[src/hdl/chol_pkg.sv]
// Shared types, constants and command/status structs for the Cholesky block.
package chol_pkg;
   localparam int unsigned MaxOrderDefault = 8;
   localparam int unsigned ElemWidth = 32;
   localparam int unsigned SizeWidth = 4;
   localparam logic [SizeWidth-1:0] SizeReset = 4'd4;

   typedef enum logic [2:0] {
      OP_NONE = 3'b001,
      OP_MAC  = 3'b010,
      OP_DIV  = 3'b100
   } dp_op_type;

   typedef struct packed {
      logic       start;
      dp_op_type  op;
   } dp_cmd_type;

   typedef struct packed {
      logic busy;
   } dp_sts_type;

   function automatic logic signed [31:0] sat32(input logic signed [65:0] v);
      logic signed [65:0] hi;
      logic signed [65:0] lo;
      hi = 66'sd2147483647;
      lo = -66'sd2147483648;
      if (v > hi) begin
         sat32 = 32'sh7fffffff;
      end else if (v < lo) begin
         sat32 = 32'sh80000000;
      end else begin
         sat32 = v[31:0];
      end
   endfunction
endpackage

[src/hdl/chol_datapath.sv]
// Datapath: multiply-subtract, bit-serial square root and divider units.
module chol_datapath (
   input  logic                    clock,
   input  logic                    reset,
   input  chol_pkg::dp_cmd_type    cmd,
   input  logic signed [31:0]      opa,
   input  logic signed [31:0]      opb,
   input  logic signed [31:0]      acc,
   output chol_pkg::dp_sts_type    sts,
   output logic signed [31:0]      result
);
   import chol_pkg::*;

   typedef enum logic [3:0] {
      D_IDLE = 4'b0001,
      D_MUL  = 4'b0010,
      D_SQRT = 4'b0100,
      D_DIV  = 4'b1000
   } dstate_type;

   dstate_type dstate_ff, dstate_in;
   logic signed [63:0] prod_ff;
   logic signed [31:0] acc_ff;
   logic [63:0] rem_ff;
   logic [63:0] root_ff;
   logic [63:0] bit_ff;
   logic [47:0] num_ff;
   logic [31:0] den_ff;
   logic [48:0] quo_ff;
   logic [32:0] drem_ff;
   logic [5:0]  cnt_ff;
   logic        neg_ff;
   logic signed [31:0] result_ff;

   logic [32:0] dtrial;
   logic [48:0] qmag;
   logic signed [65:0] qsig;
   logic signed [63:0] pq;

   assign sts.busy = (dstate_ff != D_IDLE);
   assign result = result_ff;
   assign dtrial = {drem_ff[31:0], num_ff[47]};
   assign qmag = {quo_ff[47:0], (dtrial >= {1'b0, den_ff})};
   assign qsig = neg_ff ? -$signed({17'd0, qmag}) : $signed({17'd0, qmag});
   assign pq = (prod_ff < 0) ? -((-prod_ff) >>> 16) : (prod_ff >>> 16);

   always_comb begin
      dstate_in = dstate_ff;
      unique case (dstate_ff)
         D_IDLE: begin
            if (cmd.start) begin
               unique case (cmd.op)
                  OP_MAC:  dstate_in = D_MUL;
                  OP_DIV:  dstate_in = D_DIV;
                  default: dstate_in = D_SQRT;
               endcase
            end
         end
         D_MUL:  dstate_in = D_IDLE;
         D_SQRT: if (bit_ff == 64'd0) dstate_in = D_IDLE;
         D_DIV:  if (cnt_ff == 6'd0) dstate_in = D_IDLE;
         default: dstate_in = D_IDLE;
      endcase
   end

   always_ff @(posedge clock) begin
      if (reset) begin
         dstate_ff <= D_IDLE;
      end else begin
         dstate_ff <= dstate_in;
      end
      unique case (dstate_ff)
         D_IDLE: begin
            prod_ff <= opa * opb;
            acc_ff <= acc;
            rem_ff <= {16'd0, acc[31:0], 16'd0};
            root_ff <= 64'd0;
            bit_ff <= 64'd1 << 46;
            num_ff <= {(acc < 0) ? 32'(-acc) : acc[31:0], 16'd0};
            den_ff <= (opb < 0) ? 32'(-opb) : opb[31:0];
            neg_ff <= acc[31] ^ opb[31];
            quo_ff <= 49'd0;
            drem_ff <= 33'd0;
            cnt_ff <= 6'd47;
         end
         D_MUL: begin
            result_ff <= sat32(66'(acc_ff) - 66'(sat32(66'(pq))));
         end
         D_SQRT: begin
            if (bit_ff != 64'd0) begin
               if (rem_ff >= root_ff + bit_ff) begin
                  rem_ff <= rem_ff - (root_ff + bit_ff);
                  root_ff <= (root_ff >> 1) + bit_ff;
               end else begin
                  root_ff <= root_ff >> 1;
               end
               bit_ff <= bit_ff >> 2;
            end else begin
               result_ff <= root_ff[31:0];
            end
         end
         D_DIV: begin
            drem_ff <= (dtrial >= {1'b0, den_ff}) ? dtrial - {1'b0, den_ff} : dtrial;
            quo_ff <= qmag;
            num_ff <= num_ff << 1;
            cnt_ff <= cnt_ff - 6'd1;
            if (cnt_ff == 6'd0) begin
               result_ff <= (den_ff == 32'd0) ? 32'sd0 : sat32(qsig);
            end
         end
         default: ;
      endcase
   end
endmodule

[config.mk]
export PLATFORM = sky130hd
export DESIGN_NAME = chol_datapath
export DESIGN_NICKNAME = d
export VERILOG_FILES = /design/src/hdl/chol_pkg.sv /design/src/hdl/chol_datapath.sv
export SDC_FILE = /design/constraint.sdc
export NUM_CORES = 2
export LEC_CHECK = 0
export ABC_AREA = 0
export BUFFER_PORTS_ARGS = -buffer_cell sky130_fd_sc_hd__buf_2
export CAP_MARGIN = 20
export CORE_ASPECT_RATIO = 1.75
export CORE_MARGIN = 1.5
export CORE_UTILIZATION = 27
export CTS_BUF_LIST = sky130_fd_sc_hd__clkbuf_8
export DETAILED_ROUTE_END_ITERATION = 10
export GPL_TIMING_DRIVEN = 0
export PLACE_DENSITY = 0.39
export SLEW_MARGIN = 25
export SYNTH_ARGS = -nofsm -noshare
export SYNTH_HDL_FRONTEND = slang
export SYNTH_SLANG_ARGS = --single-unit
[constraint.sdc]
create_clock -name clock -period 18.4 [get_ports clock]
set_input_delay 0.92 -clock clock [delete_from_list [all_inputs] [get_ports clock]]
set_output_delay 0.92 -clock clock [all_outputs]
set_load 0.005 [all_outputs]
==> impl_metrics.tcl <==
set metrics [dict create \
    antenna_left 0 \
    synth-warning-count 0 \
    slew_headroom_pct 20.7 \
    cts_resized 0 \
    die_h_um 666 \
    cp-start-kind "input pin" \
    nets 9207 \
    setup_viol 0 \
    fin_cells 11000 \
    synth_edf_count 431 \
    grt_pass1_wl_mm 427 \
    final_hold_viol_count 0 \
    clk_pin_slew_ns 0.08 \
    finalCritPeriodShare_pct 57.7 \
    port_buffers 107 \
    rsz0062_at_grt "no" \
    synth_area_leader_cell "fa_1" \
    pin_count 135 \
    cts_root_buffer "clkbuf_8" \
    max_freq_mhz 94.2 \
    first_pass_iters 5 \
    required_ns 18.86 \
    post_cts_buffers 0 \
    clock_latency_ns 0.78 \
    syn-num-nets 8974 \
    startpoint "opb[13]" \
    endpoint_kind "register" \
    synth_seq_area_share_pct 19.2 \
    die_w_um 382 \
    cts_tree "done" \
    drtIter0Drc 3566 \
    routed_wl_mm 303 \
    slowest_delay_ns 0.83 \
    clk_path_buf_depth 3 \
    grt_max_degree 48 \
    fin_crit_ns 10.61 \
    crit_type "in -> reg" \
    syn_inst 7419 \
    syn_area_um2 67800 \
    crit_top_cell "fa_1" \
    std_cell_rows 243 \
    wl_per_cell_um 27.4 \
    dp.cells 10900 \
    synth.area.top_cells "fa_1, edfxtp_1, inv_1" \
    final_common_cell "inv_1" \
    drive_gt1_share_pct 5.72 \
    synth-async-reset-ratio_pct 0 \
    crit_chain "clkbuf_1 > clkbuf_1 > nand2_1 > fa_1 > inv_1 > fa_1 > fa_1 > fa_1 > fa_1 > fa_1 > fa_1 > fa_1 > ha_1 > o21ai_0 > a21oi_1 > nor2_1 > a2111oi_2 > buf_2 > o211ai_1 > a2111oi_2 > buf_2 > o211ai_1 > o311ai_1" \
    numCtsBuffers 75 \
    start_util_pct 27.1 \
    grt_pass1_vias 59200 \
    vias_per_cell 4.96 \
    ys_ff_latch 435 \
    cp.arrival_ns 11.07 \
    maxUsedRoutingLayer "met5" \
    timing.clock.skew_ns 0.0882 \
    dr_wl_met3_mm 11.0 \
    regArea_um2 13000 \
    wl_met1_mm 101 \
    grt_overflow_total 0 \
    gp_congestion 0.954 \
    grt_use_total_pct 23.7 \
    dp_hpwl_mm 254 \
    syn_to_final_growth_pct 10.9 \
    cap_violations 0 \
    r2r_start "root_ff[2]$_SDFFCE_PN0P_" \
    worstPathMaxFanout 10 \
    synth_cell_types 90 \
    dieArea_um2 254000 \
    cts_hold_buf 0 \
    dr_wl_met2_mm 164 \
    worst_pin_slew_ns 1.19 \
    final_cell_mix "inv_1, nand2_1, fa_1" \
    hp-class "in -> reg" \
    slew_violations 0 \
    syn_area_per_cell_um2 9.13 \
    h-tree-depth 3 \
    outcome "complete, no violations" \
    synth_ff_type "edfxtp_1" \
    clock_sinks 435 \
    drc 0 \
    min_from "cmd[0]" \
    vias 54700 \
    synth_top_area_share_pct 32.1 \
    multiInputGateArea_um2 48800 \
    antenna_found_initial 21 \
    cp_slowest_cell "clkbuf_1" \
    fillCellCount 26800 \
    core_area_um2 250000 \
]
==> sequential cells by signal (all words and copies together) (netlist names) <==
signal     cells
rem_ff        64
num_ff        32
bit_ff        24
prod_ff       64
cnt_ff         6
drem_ff       32
neg_ff         1
root_ff       64
result        32
quo_ff        48
den_ff        32
dstate_ff      4
acc_ff        32
==> critical path, delay by kind of cell <==
| family | cells | cell delay, ns |
|---|---|---|
| compound gates | 7 | 2.42 |
| simple gates | 2 | 0.44 |
| buf+inv | 5 | 2.17 |
| fa+ha+maj | 9 | 5.04 |
==> cell type report <==
type / instances / share of cell area, %
antenna: 17 / 0.0566
buffer: 352 / 1.93
clock inverter: 62 / 0.734
inverter: 1257 / 6.28
multi-input combinational: 5375 / 65.0
timing repair buffer: 156 / 1.81
clock buffer: 76 / 1.39
sequential: 435 / 17.3
tap: 3307 / 5.51
==> synthesized netlist by cell type, types with 50 or more instances <==
| library cell | count |
|---|---|
| fa_1 | 1085 |
| nor4_1 | 50 |
| a21o_1 | 124 |
| and2_1 | 320 |
| and3_1 | 50 |
| ha_1 | 368 |
| edfxtp_1 | 431 |
| xnor2_1 | 239 |
| clkbuf_1 | 313 |
| a21oi_1 | 304 |
| nor3_1 | 99 |
| or3_1 | 53 |
| nand2_1 | 1107 |
| nand4_1 | 51 |
| nand2b_1 | 75 |
| nand3_1 | 113 |
| inv_1 | 1255 |
| o21ai_0 | 250 |
| xor2_1 | 164 |
| a31oi_1 | 53 |
| nor2_1 | 286 |
==> per-stage QoR <==
stage	utilization [%]	setup WS [ns]	hold WS, ns	instance area (µm²)	TNS, ns
5_1_grt	30.1	7.62	0.295	75100	0
4_1_cts	30.0	7.68	0.234	75100	0
3_3_place_gp	29.0	-3.66	0.508	72400	-412.53
3_5_place_dp	29.4	6.82	0.508	73500	0
2_1_floorplan	-	6.53	0.496	67800	0
6_report	30.1	7.79	0.340	75100	0
==> path summary, 6_finish.rpt <==
path | end | slack (ns) | cells after the start
setup / recovery | prod_ff[61]$_DFFE_PP_ | 7.79 | 23
hold / removal | dstate_ff[1]$_SDFFE_PP0P_ | 0.34 | 2
setup reg to reg | rem_ff[60]$_SDFFCE_PN0P_ | 8.68 | 26
hold reg to reg | num_ff[21]$_DFFE_PP_ | 0.52 | 2
==> logic make-up after synthesis <==
kind of cell | share of synthesized area, %
buf+inv | 8.94
flops | 19.2
fa+ha+maj | 38.9
xor+xnor | 5.21
compound gates | 10.9
mux | 0.284
simple gates | 16.6
==> routing by layer <==
| layer | global-route usage (%) | up-vias |
|---|---|---|
| li1 | - | 24500 |
| met1 | 23.4 | 28000 |
| met2 | 45.3 | 1613 |
| met3 | 2.27 | 627 |
| met4 | 17.7 | 8 |
| met5 | 0 | - |
Power is not shown: default switching activity piles up to over one toggle a cycle in this logic, so the estimate is an artifact.
